`src/rtl/assert_macros.svh`:
```
// Assertion macros used by the top level of the escape decoder.
`ifndef ASSERT_MACROS_SVH
`define ASSERT_MACROS_SVH
`ifndef SYNTHESIS
`define ASSERT_IMPLIES(lbl, clk, rst_n, ante, cons) \
    lbl: assert property (@(posedge clk) disable iff (!(rst_n)) (ante) |-> (cons)) \
        else $error("assertion failed: same-cycle implication");
`define ASSERT_NEXT(lbl, clk, rst_n, ante, cons) \
    lbl: assert property (@(posedge clk) disable iff (!(rst_n)) (ante) |=> (cons)) \
        else $error("assertion failed: next-cycle implication");
`else
`define ASSERT_IMPLIES(lbl, clk, rst_n, ante, cons)
`define ASSERT_NEXT(lbl, clk, rst_n, ante, cons)
`endif
`endif

```
`src/rtl/dlesc_pkg.sv`:
```
// Types and constants shared by the escape decoder modules.
package dlesc_pkg;

    // Character codes and limits used by the decoder.
    localparam logic [7:0] CHAR_BACKSLASH = 8'h5C;
    localparam logic [7:0] CHAR_DOT       = 8'h2E;
    localparam logic [7:0] CHAR_ZERO      = 8'h30;
    localparam logic [7:0] CHAR_NINE      = 8'h39;
    localparam logic [7:0] CODE_MIN       = 8'h20;
    localparam logic [7:0] CODE_MAX       = 8'h7E;
    localparam logic [7:0] ACC_MAX        = 8'hFF;

    // Default depth of the result buffer.
    localparam int RESULT_DEPTH = 8;

    // Escape state, one-hot.
    typedef enum logic [2:0] {
        MODE_PLAIN  = 3'b001,
        MODE_ESC    = 3'b010,
        MODE_DIGITS = 3'b100
    } t_mode;

    // One result word.
    typedef struct packed {
        logic [7:0] out_byte;
        logic       has_byte;
        logic       end_of_name;
        logic       decode_error;
    } t_result;

    // Results produced by one input word.
    typedef struct packed {
        t_result    res0;
        t_result    res1;
        logic [1:0] count;
    } t_dec_out;

endpackage

```
`src/rtl/dns_label_escape_decoder.sv`:
```
// Top level of the DNS name escape decoder: input stage, decode step, result buffer.
// Path: an accepted word is held in the input stage, decoded combinationally from it and
// written to the result buffer, from which its first result word is offered.
// Throughput: one input word per cycle; a word with two results takes two output transfers, and
// s_axis_tready falls when the buffer lacks room for two results each of staged and new word.
// Reset: synchronous, active low; clears the escape state, the stage and the buffer.
`include "assert_macros.svh"

module dns_label_escape_decoder #(
    parameter int DEPTH = dlesc_pkg::RESULT_DEPTH
) (
    input  logic       i_clk,
    input  logic       i_rst_n,
    input  logic       s_axis_tvalid,
    output logic       s_axis_tready,
    input  logic [7:0] s_axis_tdata,   // [7:0] in_byte
    input  logic       s_axis_tlast,   // in_last
    output logic       m_axis_tvalid,
    input  logic       m_axis_tready,
    output logic [7:0] m_axis_tdata,   // [7:0] out_byte
    output logic [1:0] m_axis_tuser,   // [0] has_byte, [1] decode_error
    output logic       m_axis_tlast    // end_of_name
);
    import dlesc_pkg::*;

    localparam int CW = $clog2(DEPTH + 1);
    localparam logic [CW:0] LIMIT = (CW + 1)'(DEPTH - 2);

    logic          r_stage_valid;
    logic [7:0]    r_stage_byte;
    logic          r_stage_last;
    t_dec_out      w_dec;
    t_result       w_rd_data;
    logic [CW-1:0] w_fifo_count;
    logic          w_accept;

    // Room for the staged word and the new one, two results each.
    assign s_axis_tready = ({1'b0, w_fifo_count} + (r_stage_valid ? (CW + 1)'(2) : '0))
                           <= LIMIT;
    assign w_accept      = s_axis_tvalid && s_axis_tready;

    // Input stage.
    always_ff @(posedge i_clk) begin
        if (!i_rst_n) begin
            r_stage_valid <= 1'b0;
        end else begin
            r_stage_valid <= w_accept;
        end
    end

    always_ff @(posedge i_clk) begin
        if (w_accept) begin
            r_stage_byte <= s_axis_tdata;
            r_stage_last <= s_axis_tlast;
        end
    end

    dlesc_decode u_decode (
        .i_clk   (i_clk),
        .i_rst_n (i_rst_n),
        .i_valid (r_stage_valid),
        .i_byte  (r_stage_byte),
        .i_last  (r_stage_last),
        .o_dec   (w_dec)
    );

    dlesc_result_fifo #(
        .DEPTH (DEPTH)
    ) u_fifo (
        .i_clk      (i_clk),
        .i_rst_n    (i_rst_n),
        .i_wr_count (w_dec.count),
        .i_wr_data0 (w_dec.res0),
        .i_wr_data1 (w_dec.res1),
        .o_rd_valid (m_axis_tvalid),
        .i_rd_ready (m_axis_tready),
        .o_rd_data  (w_rd_data),
        .o_count    (w_fifo_count)
    );

    assign m_axis_tdata = w_rd_data.out_byte;
    assign m_axis_tuser = {w_rd_data.decode_error, w_rd_data.has_byte};
    assign m_axis_tlast = w_rd_data.end_of_name;

    // The decode step never writes more results than the buffer has room for.
    `ASSERT_IMPLIES(a_no_overflow, i_clk, i_rst_n, r_stage_valid, ({1'b0, w_fifo_count} + (CW + 1)'(w_dec.count)) <= (CW + 1)'(DEPTH))
    // No results appear without a staged word.
    `ASSERT_IMPLIES(a_no_idle_results, i_clk, i_rst_n, !r_stage_valid, w_dec.count == 2'd0)
    // An error word is always the final word of its name.
    `ASSERT_IMPLIES(a_error_is_last, i_clk, i_rst_n, m_axis_tvalid && m_axis_tuser[1], m_axis_tlast && !m_axis_tuser[0])
    // A word without a character carries a zero byte.
    `ASSERT_IMPLIES(a_empty_is_zero, i_clk, i_rst_n, m_axis_tvalid && !m_axis_tuser[0], m_axis_tdata == 8'h00)

endmodule

```
`src/rtl/dlesc_decode.sv`:
```
// Escape decoding step with its state registers; yields up to two results per word.
module dlesc_decode (
    input  logic                i_clk,
    input  logic                i_rst_n,
    input  logic                i_valid,
    input  logic [7:0]          i_byte,
    input  logic                i_last,
    output dlesc_pkg::t_dec_out o_dec
);
    import dlesc_pkg::*;

    t_mode      r_mode, n_mode;
    logic [7:0] r_acc, n_acc;
    logic       r_err, n_err;

    logic        w_is_digit;
    logic [3:0]  w_digit;
    logic [11:0] w_prod;
    t_result     w_res [2];
    logic [1:0]  w_cnt;
    logic        w_last_idx;

    assign w_is_digit = (i_byte >= CHAR_ZERO) && (i_byte <= CHAR_NINE);
    assign w_digit    = 4'(i_byte - CHAR_ZERO);
    // Accumulator times ten plus the new digit, built from two shifts.
    assign w_prod     = {1'b0, r_acc, 3'b000} + {3'b000, r_acc, 1'b0} + {8'h00, w_digit};

    // Next state and the results of the current word.
    always_comb begin
        n_mode     = r_mode;
        n_acc      = r_acc;
        n_err      = r_err;
        w_cnt      = 2'd0;
        w_res[0]   = '0;
        w_res[1]   = '0;
        w_last_idx = 1'b0;
        if (i_valid) begin
            if (!r_err) begin
                case (r_mode)
                    MODE_ESC: begin
                        if (i_byte == CHAR_BACKSLASH || i_byte == CHAR_DOT) begin
                            n_mode = MODE_PLAIN;
                            w_res[w_cnt[0]] = '{out_byte: i_byte, has_byte: 1'b1,
                                                end_of_name: 1'b0, decode_error: 1'b0};
                            w_cnt = w_cnt + 2'd1;
                        end else if (w_is_digit) begin
                            n_acc  = {4'h0, w_digit};
                            n_mode = MODE_DIGITS;
                        end else begin
                            n_err  = 1'b1;
                            n_mode = MODE_PLAIN;
                        end
                    end
                    MODE_DIGITS: begin
                        if (w_is_digit) begin
                            n_acc = (w_prod > {4'h0, ACC_MAX}) ? ACC_MAX : w_prod[7:0];
                        end else begin
                            // A non-digit closes the code; a backslash reopens an escape, other bytes are plain text.
                            n_mode = MODE_PLAIN;
                            n_acc  = '0;
                            if (r_acc < CODE_MIN || r_acc > CODE_MAX) begin
                                n_err = 1'b1;
                            end else begin
                                w_res[w_cnt[0]] = '{out_byte: r_acc, has_byte: 1'b1,
                                                    end_of_name: 1'b0, decode_error: 1'b0};
                                w_cnt = w_cnt + 2'd1;
                                if (i_byte == CHAR_BACKSLASH) begin
                                    n_mode = MODE_ESC;
                                end else begin
                                    w_res[w_cnt[0]] = '{out_byte: i_byte, has_byte: 1'b1,
                                                        end_of_name: 1'b0,
                                                        decode_error: 1'b0};
                                    w_cnt = w_cnt + 2'd1;
                                end
                            end
                        end
                    end
                    default: begin
                        if (i_byte == CHAR_BACKSLASH) begin
                            n_mode = MODE_ESC;
                        end else begin
                            n_mode = MODE_PLAIN;
                            w_res[w_cnt[0]] = '{out_byte: i_byte, has_byte: 1'b1,
                                                end_of_name: 1'b0, decode_error: 1'b0};
                            w_cnt = w_cnt + 2'd1;
                        end
                    end
                endcase
            end

            // The end of the name closes any open escape and marks the final result.
            if (i_last) begin
                if (!n_err) begin
                    if (n_mode == MODE_DIGITS) begin
                        if (n_acc < CODE_MIN || n_acc > CODE_MAX) begin
                            n_err = 1'b1;
                        end else begin
                            w_res[w_cnt[0]] = '{out_byte: n_acc, has_byte: 1'b1,
                                                end_of_name: 1'b0, decode_error: 1'b0};
                            w_cnt = w_cnt + 2'd1;
                        end
                    end else if (n_mode == MODE_ESC) begin
                        n_err = 1'b1;
                    end
                end
                if (n_err) begin
                    w_res[w_cnt[0]] = '{out_byte: 8'h00, has_byte: 1'b0,
                                        end_of_name: 1'b1, decode_error: 1'b1};
                    w_cnt = w_cnt + 2'd1;
                end else if (w_cnt != 2'd0) begin
                    w_last_idx = (w_cnt == 2'd2);
                    w_res[w_last_idx].end_of_name = 1'b1;
                end else begin
                    w_res[0] = '{out_byte: 8'h00, has_byte: 1'b0,
                                 end_of_name: 1'b1, decode_error: 1'b0};
                    w_cnt = 2'd1;
                end
                n_mode = MODE_PLAIN;
                n_acc  = '0;
                n_err  = 1'b0;
            end
        end
    end

    // State registers.
    always_ff @(posedge i_clk) begin
        if (!i_rst_n) begin
            r_mode <= MODE_PLAIN;
            r_acc  <= '0;
            r_err  <= 1'b0;
        end else begin
            r_mode <= n_mode;
            r_acc  <= n_acc;
            r_err  <= n_err;
        end
    end

    assign o_dec.res0  = w_res[0];
    assign o_dec.res1  = w_res[1];
    assign o_dec.count = w_cnt;

endmodule

```
`src/rtl/dlesc_result_fifo.sv`:
```
// Result buffer that takes up to two words per cycle and hands out one when i_rd_ready is high.
module dlesc_result_fifo #(
    parameter int DEPTH = dlesc_pkg::RESULT_DEPTH
) (
    input  logic                       i_clk,
    input  logic                       i_rst_n,
    input  logic [1:0]                 i_wr_count,
    input  dlesc_pkg::t_result         i_wr_data0,
    input  dlesc_pkg::t_result         i_wr_data1,
    output logic                       o_rd_valid,
    input  logic                       i_rd_ready,
    output dlesc_pkg::t_result         o_rd_data,
    output logic [$clog2(DEPTH+1)-1:0] o_count
);
    import dlesc_pkg::*;

    localparam int AW = $clog2(DEPTH);
    localparam int CW = $clog2(DEPTH + 1);

    t_result         r_mem [DEPTH];
    logic [AW-1:0]   r_wp, n_wp, r_rp, n_rp;
    logic [CW-1:0]   r_count, n_count;
    logic [AW-1:0]   w_wp1;
    logic            w_rd;

    function automatic logic [AW-1:0] ptr_inc(input logic [AW-1:0] p);
        ptr_inc = (p == AW'(DEPTH - 1)) ? '0 : p + AW'(1);
    endfunction

    assign w_wp1 = ptr_inc(r_wp);
    assign w_rd  = o_rd_valid && i_rd_ready;

    // Pointer and fill count update.
    always_comb begin
        n_wp    = r_wp;
        n_rp    = r_rp;
        n_count = r_count + CW'(i_wr_count) - CW'(w_rd);
        if (i_wr_count == 2'd1) begin
            n_wp = w_wp1;
        end else if (i_wr_count == 2'd2) begin
            n_wp = ptr_inc(w_wp1);
        end
        if (w_rd) begin
            n_rp = ptr_inc(r_rp);
        end
    end

    always_ff @(posedge i_clk) begin
        if (!i_rst_n) begin
            r_wp    <= '0;
            r_rp    <= '0;
            r_count <= '0;
        end else begin
            r_wp    <= n_wp;
            r_rp    <= n_rp;
            r_count <= n_count;
        end
    end

    // Storage writes, in order of the results.
    always_ff @(posedge i_clk) begin
        if (i_wr_count != 2'd0) begin
            r_mem[r_wp] <= i_wr_data0;
        end
        if (i_wr_count == 2'd2) begin
            r_mem[w_wp1] <= i_wr_data1;
        end
    end

    assign o_rd_valid = (r_count != '0);
    assign o_rd_data  = r_mem[r_rp];
    assign o_count    = r_count;

endmodule
```
`config.mk`:
```
export PLATFORM = sky130hd
export DESIGN_NAME = dns_label_escape_decoder
export DESIGN_NICKNAME = d
export VERILOG_FILES = /design/src/rtl/dlesc_pkg.sv /design/src/rtl/dns_label_escape_decoder.sv /design/src/rtl/dlesc_decode.sv /design/src/rtl/dlesc_result_fifo.sv
export VERILOG_INCLUDE_DIRS = /design/src /design/src/rtl
export SDC_FILE = /design/constraint.sdc
export NUM_CORES = 1
export LEC_CHECK = 0
export ABC_AREA = 0
export BUFFER_PORTS_ARGS = -buffer_cell sky130_fd_sc_hd__buf_2
export CELL_PAD_IN_SITES_DETAIL_PLACEMENT = 1
export CELL_PAD_IN_SITES_GLOBAL_PLACEMENT = 2
export CORE_MARGIN = 1
export CORE_UTILIZATION = 42
export CTS_CLUSTER_DIAMETER = 200
export CTS_CLUSTER_SIZE = 28
export DETAILED_ROUTE_END_ITERATION = 8
export PLACE_DENSITY_LB_ADDON = 0.05
export SLEW_MARGIN = 20
export SYNTH_ARGS = -nofsm -noshare
export SYNTH_HDL_FRONTEND = slang
export SYNTH_SLANG_ARGS = --single-unit
```
`constraint.sdc`:
```
create_clock -name i_clk -period 7.2 [get_ports i_clk]
set_input_delay 1.08 -clock i_clk [delete_from_list [all_inputs] [get_ports i_clk]]
set_output_delay 1.08 -clock i_clk [all_outputs]
set_load 0.02 [all_outputs]
```
After elaboration in Yosys (flattened, before gate mapping)
Memory sizes are Yosys's and may differ from the RTL's. A register that Yosys moved wholly into a read port is not among the register bits.
Index checks and enable logic that the tools add are counted.
{"block": "totals", "word_cells": 152, "n_memories": 1, "register_bits": 32, "ramBits": 88, "out_inout_bits": 13, "inputBits": 13}
{"memory": "u_fifo.r_mem", "words": 8, "width": 11, "rd": 1, "rd_clocked_by_memory_dff": 1, "wr": 2, "line_no": "dlesc_result_fifo.sv:20", "rtl": "t_result r_mem [DEPTH];"}
{"block": "classes", "eq_ne": 12, "addsub": 11, "bitwise_logic": 6, "muxes": 86, "reduce_logical": 13, "magnitude_cmp": 14}
{"operator": "$mux W22", "count": 12}
{"operator": "$mux W11", "count": 7}
{"operator": "$mux W8", "count": 7}
{"operator": "$bwmux W22", "count": 2}
{"operator": "$mux W3", "count": 14}
{"operator": "$mux W2", "count": 17}
{"operator": "$demux W11 S1", "count": 3}
{"operator": "$pmux W11 S2", "count": 1}
{"operator": "$mux W1", "count": 19}
{"operator": "$and A18 B18 Y18", "count": 1}
{"operator": "$not A18 Y18", "count": 1}
{"operator": "$gt A8 B7 Y1 const B", "count": 2}
{"operator": "$lt A8 B6 Y1 const B", "count": 2}
{"operator": "$pmux W8 S2", "count": 1}
{"operator": "$eq A3 B3 Y1 const B", "count": 5}
{"operator": "$add A11 B9 Y12", "count": 1}
{"operator": "$add A12 B4 Y12", "count": 1}
{"operator": "$gt A12 B8 Y1 const B", "count": 1}
{"operator": "$add A3 B1 Y3 const B", "count": 3}
{"operator": "$eq A8 B6 Y1 const B", "count": 1}
{"operator": "$eq A8 B7 Y1 const B", "count": 1}
{"operator": "$ge A8 B6 Y1 const B", "count": 1}
{"operator": "$le A8 B6 Y1 const B", "count": 1}
{"operator": "$eq A3 B2 Y1 const B", "count": 2}
{"operator": "19 further kinds", "count": 36}

Depth between registers and ports, before layout
Gate-level depths: netlist of run 1.
{"block": "depth", "word_depth": 26, "mapped_depth": 23, "depth_no_buf": 23}

Hierarchy
Synthesis of run 1 repeated with hierarchy kept, for this count alone.
{"block": "unflattened", "cells_unflattened": 628, "hier_area_um2": 7775.0}
{"module": "dlesc_result_fifo", "cells_each": 334, "n_inst": 1, "seq_area_each_um2": 2902.8, "area_each_um2": 5376.4}
{"module": "dlesc_decode", "cells_each": 273, "n_inst": 1, "seq_area_each_um2": 240.2, "area_each_um2": 2039.5}
{"module": "dns_label_escape_decoder", "cells_each": 21, "n_inst": 1, "seq_area_each_um2": 290.3, "area_each_um2": 359.1}

Worst setup path after synthesis of run 1
Ideal clock, no wire load.
{"block": "synth_timing", "path_kind": "register to register", "start": "register r_stage_byte[3]", "end": "memory u_fifo.r_mem[0][0] (netlist bit), enable pin", "synth_period_minus_slack_ps": 6075, "arrival_ps": 5678, "n_path_buf": 0, "setup_slack_ps": 1125, "required_time_ps": 6803, "setup_ps": 397, "path_stages_with_launch": 20, "path_cell_list": "edfxtp_1 fa_1 fa_1 a211oi_2 o21ai_0 mux2i_2 o41ai_1 a211oi_1 o211ai_1 a211o_1 nand2_1 inv_2 ha_1 inv_1 o211ai_1 o21a_1 a211o_1 ha_1 or2_2 o31ai_1"}
{"element": "from (decl)", "line_no": "dns_label_escape_decoder.sv:30", "rtl": "logic [7:0] r_stage_byte;"}
{"element": "from (signal assigned)", "line_no": "dns_label_escape_decoder.sv:53", "rtl": "r_stage_byte <= s_axis_tdata;"}
{"element": "to (decl)", "line_no": "dlesc_result_fifo.sv:20"}

==> results of run 1 <==
## cells by family (layout without fill, tap and decap cells)
group | Yosys count | in the layout | share of synthesized area, %
AO/OA/AOI/OAI | 216 | 216 | 20.5
adder cells (fa/ha/maj) | 38 | 38 | 6.53
flip-flops | 123 | 123 | 45.0
AND/OR/NAND/NOR | 227 | 227 | 14.9
buffers and inverters | 58 | 100 | 3.36
multiplexers | 37 | 37 | 8.73
XOR/XNOR | 8 | 8 | 0.919
## flip-flops by register name (all words and copies together) (netlist names), named ones only
register and flops:
u_fifo.r_wp 3, u_decode.r_acc 8, r_stage_valid 1, r_stage_last 1, u_fifo.r_rp 3, u_fifo.o_count 4, u_decode.r_mode 3, u_fifo.r_mem 88
u_decode.r_err 1, r_stage_byte 8
## metal layers
metal,wire length [um],vias up,share of wire [%]
li1,-,2848,-
met1,9860,3094,42
met2,11700,202,50
met3,1020,49,4.4
met4,676,0,2.9
met5,0,-,0
## report_power, final
group          internal [mW]  switching [mW]
sequential             0.823          0.0494
clock                  0.479           0.340
combinational          0.207           0.293
## worst max-delay path: cells and delay by family (launching register included)
family / cells / cell delay [ns]
AO/OA/AOI/OAI: 10 / 3.06
buffers and inverters: 2 / 0.17
flip-flops: 1 / 0.50
multiplexers: 1 / 0.37
AND/OR/NAND/NOR: 2 / 0.46
adder cells (fa/ha/maj): 4 / 1.51
## area by class of cell
class / count / area (um^2) / share of cell area (%)
tap: 225 / 282 / 3.26
clock buffer: 17 / 425 / 4.92
multi-input combinational: 526 / 3980 / 46.1
clock inverter: 15 / 138 / 1.59
inverter: 19 / 71.3 / 0.825
sequential: 123 / 3430 / 39.8
timing repair buffer: 49 / 305 / 3.53
## cells in the final DEF (no fill, tap or decap), drive strengths merged, types with 8 or more instances in the layout
cell	n
o32ai	25
o31ai	36
buf	49
nand2	72
nand3	41
dfxtp	26
and2	18
nor2	30
ha	35
o22ai	10
mux4	22
a22oi	8
nor2b	12
edfxtp	97
inv	26
mux2	13
o21ai	40
clkbuf	17
nand2b	8
nor3	16
a21oi	29
o211ai	15
## through the flow
step | worst slack [ns] | utilization, % | cells
3_3_place_gp | 0.948 | 46.0 | 942
5_1_grt | 0.473 | 49.3 | 974
6_report | 0.716 | 49.3 | 974
3_5_place_dp | 0.752 | 46.0 | 942
4_1_cts | 0.732 | 49.2 | 974
2_1_floorplan | 1.13 | - | 707
## worst max-delay path by stage
stage	slack [ns]	end	depth (start not counted)	startpoint
after floorplan	1.13	u_fifo.r_mem[0][0]	19	r_stage_byte[3]
after global placement	0.95	u_fifo.r_mem[2][7]	19	r_stage_byte[3]
after detailed placement	0.75	u_fifo.r_mem[2][5]	19	r_stage_byte[3]
after CTS	0.73	u_fifo.r_mem[2][5]	19	r_stage_byte[3]
after global routing	0.47	u_fifo.r_mem[0][1]	19	r_stage_byte[3]
final	0.72	u_fifo.r_mem[0][1]	19	r_stage_byte[3]
==> results_tabular.tex, run 1 <==
\begin{tabular}{lr}
\hline
Metric & Value \\
\hline
\multicolumn{2}{l}{\textbf{Status}} \\
Outcome & finished clean \\
\multicolumn{2}{l}{\textbf{Timing}} \\
Final setup violation count & 0 \\
Final Cycle Share & 90.1\% \\
Final number of max-transition violations & 0 \\
Period minus WS final & 6.48 ns \\
Fmax & 154 MHz \\
Aggregate negative setup slack & 0 ns \\
Unrepaired setup endpoints after global routing & no \\
Final Hold Fails & 0 \\
Final Hold Slack & 0.540 ns \\
Worst-case headroom to the max-slew limit & 26.2\% \\
Slew @ Worst Pin & 1.11 ns \\
Worst clock skew on the final layout & 0.0122 ns \\
\multicolumn{2}{l}{\textbf{Power}} \\
IR drop worst, VDD & 0.156 mV \\
Overall power consumption & 2.19 mW \\
Pwr per Cell Area & 254 nW/um\^{}2 \\
Leakage dissipation & 2.89 nW \\
\multicolumn{2}{l}{\textbf{Floorplanning}} \\
Effective utilization at floorplan & 43.5\% \\
I/O pins & 26 \\
Overall die area & 18,700 um\^{}2 \\
Die outline height & 137 um \\
Die Span X & 137 um \\
Core ar. & 17,500 um\^{}2 \\
Site row count & 48 \\
\multicolumn{2}{l}{\textbf{Drt}} \\
Via-per-instance ratio & 6.36 \\
Total wire length after detailed routing & 23,200 um \\
Length of the first detailed-routing pass in iterations & 5 \\
DRC violation count after routing & 0 \\
Antenna Violating Nets Remaining & 0 \\
DR WL/cell & 23.8 um \\
Via count & 6,193 \\
First-iteration detailed-routing DRC count & 434 \\
\multicolumn{2}{l}{\textbf{Global routing}} \\
Global-route total usage across every layer & 26.5\% \\
Number of antenna violations at the first check in global routing & 0 \\
Global routing usage on met1 & 32.0\% \\
GR Util met2 & 46.0\% \\
GR peak layer & met2 \\
First-pass GRT wire length & 36,300 um \\
Pin count of the biggest net entering global routing & 57 \\
Met3 Usage GRT & 4.56\% \\
Congestion Overflow GR & 0 \\
Number of global-route vias before repair & 6,422 \\
\multicolumn{2}{l}{\textbf{Synth}} \\
Warnings, synthesis & 0 \\
Post-synth EDFFs & 97 \\
Seq cells post-synth & 123 \\
Prevailing post-synth register cell & edfxtp\_1 \\
Share of the yosys chip area belonging to registers & 45.0\% \\
Post-Syn Area per Cell & 10.8 um\^{}2 \\
Synth cell count leaders & edfxtp\_1 (97), nand2\_1 (72), nand3\_1 (41) \\
Most frequent cell after synthesis & edfxtp\_1 \\
Post-synth top area share & 38.2\% \\
Netlist area before placement & 7630 um\^{}2 \\
Number of cells produced by synthesis & 707 \\
Number of distinct standard cells referenced by the synthesized netlist & 69 \\
Cell type with the largest total area after synthesis & edfxtp\_1 \\
Most area-consuming cells after synthesis & edfxtp\_1 (38\%), dfxtp\_1 (6.8\%), mux4\_2 (6.5\%) \\
Ys async rst share & 0\% \\
Net count after synthesis & 758 \\
\multicolumn{2}{l}{\textbf{Critical path}} \\
Cell with the largest stage delay on the worst path & o31ai\_2 \\
Worst reg-to-reg setup slack & 0.72 ns \\
Arrival time of data at the critical path endpoint & 6.52 ns \\
Endpoint class of the critical path & register \\
Worst path cell trace & fa\_1, fa\_1, a211oi\_2, o21ai\_0, mux2i\_2, o41ai\_1, a211oi\_1, o211ai\_1, a211o\_1, nand2\_1, inv\_2, ha\_1, inv\_1, o211ai\_1, o21a\_1, a211o\_1, ha\_1, or2\_2, o31ai\_2 \\
Startpoint type of the worst setup path & register \\
Data required time at the worst endpoint & 7.24 ns \\
Maximum net fanout on the critical path & 11 \\
Depth of the most critical reg-to-reg path & 19 \\
Slowest stage delay, CP & 0.83 ns \\
Reg-to-reg critical path startpoint & r\_stage\_byte[3] \\
Destination of the worst register-to-register timing path & u\_fifo.r\_mem[0][1] \\
Kind of critical path & reg2reg \\
\multicolumn{2}{l}{\textbf{Layout}} \\
Count of nets after finishing & 787 \\
Number of diodes & 0 \\
Layout Area Growth over Synthesis & 13.3\% \\
Number of fill cells & 1,879 \\
Final design instance area without fill & 8640 um\^{}2 \\
Fraction of final layout cells sized beyond drive strength 1 & 19.0\% \\
\multicolumn{2}{l}{\textbf{Placement}} \\
Input/output buffers & 25 \\
Placed inst area & 8060 um\^{}2 \\
HPWL Detailed & 17,000 um \\
Routability Congestion & 0.916 \\
\multicolumn{2}{l}{\textbf{Clocking}} \\
Total clock buffers created by CTS & 17 \\
TritonCTS clock tree & built \\
Clk root buf & clkbuf\_16 \\
H-tree Lvls & 4 \\
Clock transition time at the flip-flop clock pins of the worst setup and hold paths & 0.06 ns \\
Cts repair resizes & 0 \\
Postcts setup bufs & 0 \\
Clock buffer depth & 2 \\
Count of clock tree sinks & 123 \\
Clock network latency to the later pin of the worst-skew pair & 0.43 ns \\
Number of buffers inserted by hold repair at cts & 0 \\
\multicolumn{2}{l}{\textbf{Worst hold path}} \\
Class of the most critical hold timing path & reg2reg \\
Hold path startpoint & u\_fifo.r\_rp[2] \\
Worst Hold Endpoint & u\_fifo.r\_rp[2] \\
Worst hold path cell count & 2 \\
\multicolumn{2}{l}{\textbf{Flow run}} \\
MaxCap Viol Count & 0 \\
\hline
\end{tabular}
(Power assumes the default switching activity.)
==> inputs of run 2 (changes only) <==
--- a/config.mk
+++ b/config.mk
@@ -16,6 +16,8 @@
 export CTS_CLUSTER_SIZE = 28
 export DETAILED_ROUTE_END_ITERATION = 8
 export PLACE_DENSITY_LB_ADDON = 0.05
+export RECOVER_POWER = 100
+export SETUP_SLACK_MARGIN = 0.2
 export SLEW_MARGIN = 20
 export SYNTH_ARGS = -nofsm -noshare
 export SYNTH_HDL_FRONTEND = slang
==> run 2 against run 1 <==
Compared with the run above:
- the flow now finishes with violations (capacitance limit, slew limit)
- utilization down 0.52 points
- sequential power is essentially flat
- clock-buffer cell count stayed put
- maximum frequency down 1.3%
- global-route usage did not move
- combinational power fell by 2%
- via count hardly changed
- wire length rose by 0.53%
- die area did not move
- largest cell class unchanged
==> results_tabular.tex, run 2 (synthesis gave the netlist of run 1 again) <==
\begin{tabular}{lr}
\hline
Metric & Value \\
\hline
\multicolumn{2}{l}{\textbf{Drt}} \\
Via-per-instance ratio & 6.35 \\
Via count & 6,189 \\
DR WL/cell & 23.9 um \\
Antenna Violating Nets Remaining & 0 \\
Length of the first detailed-routing pass in iterations & 4 \\
Total wire length after detailed routing & 23,300 um \\
First-iteration detailed-routing DRC count & 427 \\
DRC violation count after routing & 0 \\
\multicolumn{2}{l}{\textbf{Clocking}} \\
TritonCTS clock tree & built \\
Clock transition time at the flip-flop clock pins of the worst setup and hold paths & 0.06 ns \\
Total clock buffers created by CTS & 17 \\
Count of clock tree sinks & 123 \\
Cts repair resizes & 0 \\
Clock buffer depth & 2 \\
Clock network latency to the later pin of the worst-skew pair & 0.43 ns \\
Postcts setup bufs & 0 \\
H-tree Lvls & 4 \\
Clk root buf & clkbuf\_16 \\
Number of buffers inserted by hold repair at cts & 0 \\
\multicolumn{2}{l}{\textbf{Global routing}} \\
Global-route total usage across every layer & 26.5\% \\
First-pass GRT wire length & 36,300 um \\
Pin count of the biggest net entering global routing & 57 \\
Number of global-route vias before repair & 6,422 \\
Congestion Overflow GR & 0 \\
Number of antenna violations at the first check in global routing & 0 \\
\multicolumn{2}{l}{\textbf{Critical path}} \\
Destination of the worst register-to-register timing path & u\_fifo.r\_mem[7][7] \\
Slowest stage delay, CP & 0.57 ns \\
Data required time at the worst endpoint & 7.42 ns \\
Startpoint type of the worst setup path & register \\
Kind of cell adding the most delay to the critical path & compound AO/OA/AOI/OAI gates \\
Maximum net fanout on the critical path & 11 \\
Kind of critical path & reg2reg \\
Arrival time of data at the critical path endpoint & 6.79 ns \\
Critical path buffers and inverters & 3 \\
Cell with the largest stage delay on the worst path & fa\_1 \\
Depth of the most critical reg-to-reg path & 21 \\
Worst path cell trace & fa\_1, fa\_1, a211oi\_2, o21ai\_0, mux2i\_1, o41ai\_1, a211oi\_1, o211ai\_1, a211o\_1, nand2\_1, inv\_2, ha\_1, inv\_1, o211ai\_1, o21a\_1, a211o\_1, ha\_1, nand4\_1, clkbuf\_1, nand2\_1, o32ai\_1 \\
Reg-to-reg critical path startpoint & r\_stage\_byte[3] \\
Endpoint class of the critical path & register \\
Worst reg-to-reg setup slack & 0.63 ns \\
\multicolumn{2}{l}{\textbf{Floorplanning}} \\
Overall die area & 18,700 um\^{}2 \\
Effective utilization at floorplan & 43.5\% \\
Die outline height & 137 um \\
I/O pins & 26 \\
Die Span X & 137 um \\
Core ar. & 17,500 um\^{}2 \\
Site row count & 48 \\
\multicolumn{2}{l}{\textbf{Placement}} \\
Pre-CTS WS & 0.752 ns \\
Placed inst area & 8060 um\^{}2 \\
HPWL Detailed & 17,000 um \\
Placed cells & 942 \\
Routability Congestion & 0.916 \\
Input/output buffers & 25 \\
\multicolumn{2}{l}{\textbf{Worst hold path}} \\
Hold path startpoint & u\_fifo.r\_rp[2] \\
Worst hold path cell count & 2 \\
Worst Hold Endpoint & u\_fifo.r\_rp[2] \\
Class of the most critical hold timing path & reg2reg \\
\multicolumn{2}{l}{\textbf{Layout}} \\
Number of diodes & 0 \\
Post-layout utilization of the core & 48.7\% \\
Layout Area Growth over Synthesis & 12.1\% \\
Register with the highest flop count & u\_fifo.r\_mem \\
Finished Layout Cells & 974 \\
Registers with the most flip-flops & u\_fifo.r\_mem: 88 flops, r\_stage\_byte: 8 flops, u\_decode.r\_acc: 8 flops \\
Most frequent standard cell in the layout excluding fill and tap cells & edfxtp\_1 \\
Final design instance area without fill & 8550 um\^{}2 \\
Max reg flops & 88 \\
Count of nets after finishing & 787 \\
Fraction of final layout cells sized beyond drive strength 1 & 14.8\% \\
Most used cells in the layout excluding fill and tap cells & edfxtp\_1 (97), nand2\_1 (72), nand3\_1 (41), ha\_1 (35) \\
\multicolumn{2}{l}{\textbf{Status}} \\
Violated checks & capacitance limit, slew limit \\
Outcome & complete, but fails checks \\
\multicolumn{2}{l}{\textbf{Power}} \\
Internal Power & 1.50 mW \\
Share of power burned in the clock network & 37.5\% \\
Switching power share of the total & 31.2\% \\
Proportion of power drawn by flip-flops and latches & 40.0\% \\
Overall power consumption & 2.18 mW \\
Leakage dissipation & 2.78 nW \\
Net Sw Power & 0.681 mW \\
IR drop worst, VDD & 0.156 mV \\
Pwr per Cell Area & 255 nW/um\^{}2 \\
Power share of the combinational group & 22.5\% \\
\multicolumn{2}{l}{\textbf{Timing}} \\
Fmax & 152 MHz \\
Final Hold Fails & 0 \\
Slew @ Worst Pin & 1.99 ns \\
Unrepaired setup endpoints after global routing & no \\
Period minus WS final & 6.57 ns \\
Final Cycle Share & 91.2\% \\
Worst-case headroom to the max-slew limit & -32.8\% \\
Final number of max-transition violations & 57 \\
Aggregate negative setup slack & 0 ns \\
Worst clock skew on the final layout & 0.0133 ns \\
Final Hold Slack & 0.542 ns \\
Final setup violation count & 0 \\
Final worst slack & 0.630 ns \\
\multicolumn{2}{l}{\textbf{Flow run}} \\
MaxCap Viol Count & 2 \\
\hline
\end{tabular}
run 2: cell types whose count changed in the layout (fill, tap and decap cells not counted), sizes merged:
cell	before	now
buf	49	23
clkbuf	17	43
run 2: cell type report:
type	count	area, um^2
clock buffer	17	425
clock inverter	15	138
fill	1890	8990
inverter	19	71.3
multi-input combinational	526	3960
sequential	123	3430
tap	225	282
timing repair buffer	49	240
run 2: worst max-delay path by stage:
stage / end / cells after the start / slack [ns] / from
final: u_fifo.r_mem[7][7] / 21 / 0.63 / r_stage_byte[3]
after global routing: u_fifo.r_mem[2][5] / 17 / 0.24 / r_stage_byte[3]
after CTS: u_fifo.r_mem[2][5] / 19 / 0.73 / r_stage_byte[3]
after detailed placement: u_fifo.r_mem[2][5] / 19 / 0.75 / r_stage_byte[3]
after global placement: u_fifo.r_mem[2][7] / 19 / 0.95 / r_stage_byte[3]
after floorplan: u_fifo.r_mem[0][0] / 19 / 1.13 / r_stage_byte[3]
run 2: worst min-delay path, cell delays in order (launching register included):
cell	delay, ns
dfxtp_1	0.32
nand2_1	0.06
a21boi_0	0.10
run 2: routing by layer:
metal	vias to the layer above	global-route usage, %	share of wire [%]
li1	2855	-	-
met1	3111	32.0	43
met2	181	46.0	50
met3	42	4.56	3.8
met4	0	11.8	2.6
met5	-	0	0
run 2: power groups by stage:
stage	clock network, mW	registers, mW	logic [mW]
2_1_floorplan	0	0.858	0.370
3_3_place_gp	0	0.884	0.488
3_5_place_dp	0	0.887	0.501
4_1_cts	0.830	0.872	0.505
5_1_grt	0.855	0.878	0.546
6_report	0.818	0.872	0.491
==> inputs of run 3 (changes only) <==
--- a/config.mk
+++ b/config.mk
@@ -11,7 +11,7 @@
 export CELL_PAD_IN_SITES_DETAIL_PLACEMENT = 1
 export CELL_PAD_IN_SITES_GLOBAL_PLACEMENT = 2
 export CORE_MARGIN = 1
-export CORE_UTILIZATION = 42
+export CORE_UTILIZATION = 38
 export CTS_CLUSTER_DIAMETER = 200
 export CTS_CLUSTER_SIZE = 28
 export DETAILED_ROUTE_END_ITERATION = 8
==> constraint.sdc (replaced) <==
create_clock -name i_clk -period 5.8 [get_ports i_clk]
set_input_delay 0.87 -clock i_clk [delete_from_list [all_inputs] [get_ports i_clk]]
set_output_delay 0.87 -clock i_clk [all_outputs]
set_load 0.02 [all_outputs]
==> run 3 against run 2 <==
Compared with the run above:
- critical path depth rose by 2
- cell area rose by 13%
- clock-buffer cell count did not move
- the run still ends with capacitance limit, slew limit left
- non-clock buffer count rose by 60
- critical path type unchanged
- wire length rose by 9.1%
- sequential power rose by 22%
- utilization rose by 0.66 points
- first-iteration DRC count rose by 2.1%
- flip-flop and latch count did not move
- clock skew fell by 0.0064 ns
- clock power rose by 37%
- highest routed layer unchanged
==> results_tabular.tex, run 3 (synthesis gave the netlist of run 1 again) <==
\begin{tabular}{lr}
\hline
Metric & Value \\
\hline
\multicolumn{2}{l}{\textbf{Drt}} \\
Length of the first detailed-routing pass in iterations & 4 \\
Via-per-instance ratio & 6.01 \\
Total wire length after detailed routing & 25,500 um \\
DR WL/cell & 23.7 um \\
DRC violation count after routing & 0 \\
First-iteration detailed-routing DRC count & 436 \\
Antenna Violating Nets Remaining & 0 \\
Via count & 6,459 \\
\multicolumn{2}{l}{\textbf{Floorplanning}} \\
Site row count & 51 \\
Die Span X & 144 um \\
Die outline height & 144 um \\
Effective utilization at floorplan & 38.9\% \\
Overall die area & 20,600 um\^{}2 \\
Core ar. & 19,600 um\^{}2 \\
I/O pins & 26 \\
\multicolumn{2}{l}{\textbf{Clocking}} \\
H-tree Lvls & 4 \\
Clk root buf & clkbuf\_16 \\
Clock transition time at the flip-flop clock pins of the worst setup and hold paths & 0.06 ns \\
Clock buffer depth & 2 \\
Total clock buffers created by CTS & 17 \\
Count of clock tree sinks & 123 \\
TritonCTS clock tree & built \\
Clock network latency to the later pin of the worst-skew pair & 0.42 ns \\
\multicolumn{2}{l}{\textbf{Layout}} \\
Count of nets after finishing & 847 \\
Number of diodes & 0 \\
Number of fill cells & 2,096 \\
Multi-input logic area & 4360 um\^{}2 \\
Layout Area Growth over Synthesis & 26.9\% \\
Register with the highest flop count & u\_fifo.r\_mem \\
Fraction of final layout cells sized beyond drive strength 1 & 29.7\% \\
Max reg flops & 88 \\
Most used cells in the layout excluding fill and tap cells & edfxtp\_1 (97), nand2\_1 (61), buf\_4 (61), nand3\_1 (40) \\
Registers with the most flip-flops & u\_fifo.r\_mem: 88 flops, r\_stage\_byte: 8 flops, u\_decode.r\_acc: 8 flops \\
Combined flip-flop and latch cell area & 3430 um\^{}2 \\
Final design instance area without fill & 9680 um\^{}2 \\
Most frequent standard cell in the layout excluding fill and tap cells & edfxtp\_1 \\
\multicolumn{2}{l}{\textbf{Placement}} \\
Input/output buffers & 25 \\
Pre-CTS WS & -0.131 ns \\
Routability Congestion & 0.876 \\
HPWL Detailed & 17,900 um \\
Placed inst area & 8450 um\^{}2 \\
\multicolumn{2}{l}{\textbf{Status}} \\
Violated checks & capacitance limit, slew limit \\
Outcome & complete, but fails checks \\
\multicolumn{2}{l}{\textbf{Timing}} \\
Final number of max-transition violations & 57 \\
Final setup violation count & 0 \\
Final worst slack & 0.283 ns \\
Period minus WS final & 5.52 ns \\
Worst-case headroom to the max-slew limit & -42.2\% \\
Worst clock skew on the final layout & 0.00684 ns \\
Final Hold Fails & 0 \\
Slew @ Worst Pin & 2.13 ns \\
Final Cycle Share & 95.1\% \\
Unrepaired setup endpoints after global routing & yes \\
Fmax & 181 MHz \\
\multicolumn{2}{l}{\textbf{Critical path}} \\
Endpoint class of the critical path & register \\
Maximum net fanout on the critical path & 7 \\
Startpoint type of the worst setup path & register \\
Kind of critical path & reg2reg \\
Data required time at the worst endpoint & 6.02 ns \\
Arrival time of data at the critical path endpoint & 5.73 ns \\
\multicolumn{2}{l}{\textbf{Global routing}} \\
Number of global-route vias before repair & 6,758 \\
First-pass GRT wire length & 38,700 um \\
Global-route total usage across every layer & 25.6\% \\
Pin count of the biggest net entering global routing & 57 \\
Congestion Overflow GR & 0 \\
Number of antenna violations at the first check in global routing & 0 \\
\multicolumn{2}{l}{\textbf{Power}} \\
IR drop worst, VDD & 0.216 mV \\
Leakage dissipation & 3.29 nW \\
Pwr per Cell Area & 297 nW/um\^{}2 \\
\multicolumn{2}{l}{\textbf{Worst hold path}} \\
Class of the most critical hold timing path & reg2reg \\
\multicolumn{2}{l}{\textbf{Flow run}} \\
MaxCap Viol Count & 2 \\
\hline
\end{tabular}
-- run 3: cell type report --
class | count | area share (%)
inverter | 19 | 0.737
tap | 265 | 3.43
clock buffer | 17 | 4.40
clock inverter | 15 | 1.95
sequential | 123 | 35.5
multi-input combinational | 526 | 45.0
timing repair buffer | 109 | 8.97
-- run 3: routing by layer --
layer / track usage [%] / share of wire, %
met1: 31.4 / 43
met2: 44.4 / 51
met3: 4.63 / 3.3
met4: 9.80 / 3.0
met5: 0 / 0
-- run 3: report_power, final --
group | internal (mW) | leakage, nW | switching, mW
Combinational | 0.288 | 1.89 | 0.400
Clock | 0.685 | 0.294 | 0.434
Sequential | 1.02 | 1.10 | 0.0432
-- run 3: metrics by stage --
step / instances / setup TNS (ns) / hold WS (ns) / util [%] / power, mW
after floorplan: 707 / -3.18 / 0.467 / - / 1.53
after global placement: 1021 / 0 / 0.489 / 43.1 / 1.72
after detailed placement: 1022 / -1.69 / 0.535 / 43.2 / 1.74
after CTS: 1056 / 0 / 0.544 / 46.9 / 2.87
after global routing: 1074 / 0 / 0.593 / 49.4 / 3.00
final: 1074 / 0 / 0.545 / 49.4 / 2.87
-- run 3: worst max-delay path, cell delays in order (launching register included) --
cell      delay (ns)
edfxtp_1        0.41
fa_2            0.61
ha_4            0.22
a211oi_4        0.22
o211ai_1        0.15
a211oi_4        0.36
buf_4           0.18
o41ai_4         0.07
a211oi_2        0.34
buf_4           0.17
o211ai_1        0.09
a211o_1         0.34
nand2_2         0.10
inv_2           0.06
ha_4            0.15
inv_2           0.04
o211ai_1        0.11
o21a_1          0.16
a211o_1         0.28
buf_4           0.15
ha_4            0.18
nand4_1         0.10
nand2_1         0.32
o32ai_1         0.49
-- run 3: repair_timing --
item | in CTS | in global routing
endpoints found under the setup margin | 170 | 180
pin swaps | 5 | 26
buffers inserted | 2 | 16
gates resized for setup | 20 | 69
hold buffers | 0 | 0
gates cloned | 0 | 2
-- run 3: worst paths after layout --
check / start / to / slack, ns / depth (start not counted)
worst min register to register: u_fifo.r_rp[2] / u_fifo.r_rp[2] / 0.55 / 2
worst max register to register: r_stage_byte[3] / u_fifo.r_mem[5][7] / 0.28 / 23
worst max-delay path: r_stage_byte[3] / u_fifo.r_mem[5][7] / 0.28 / 23
worst min-delay path: u_fifo.r_rp[2] / u_fifo.r_rp[2] / 0.55 / 2
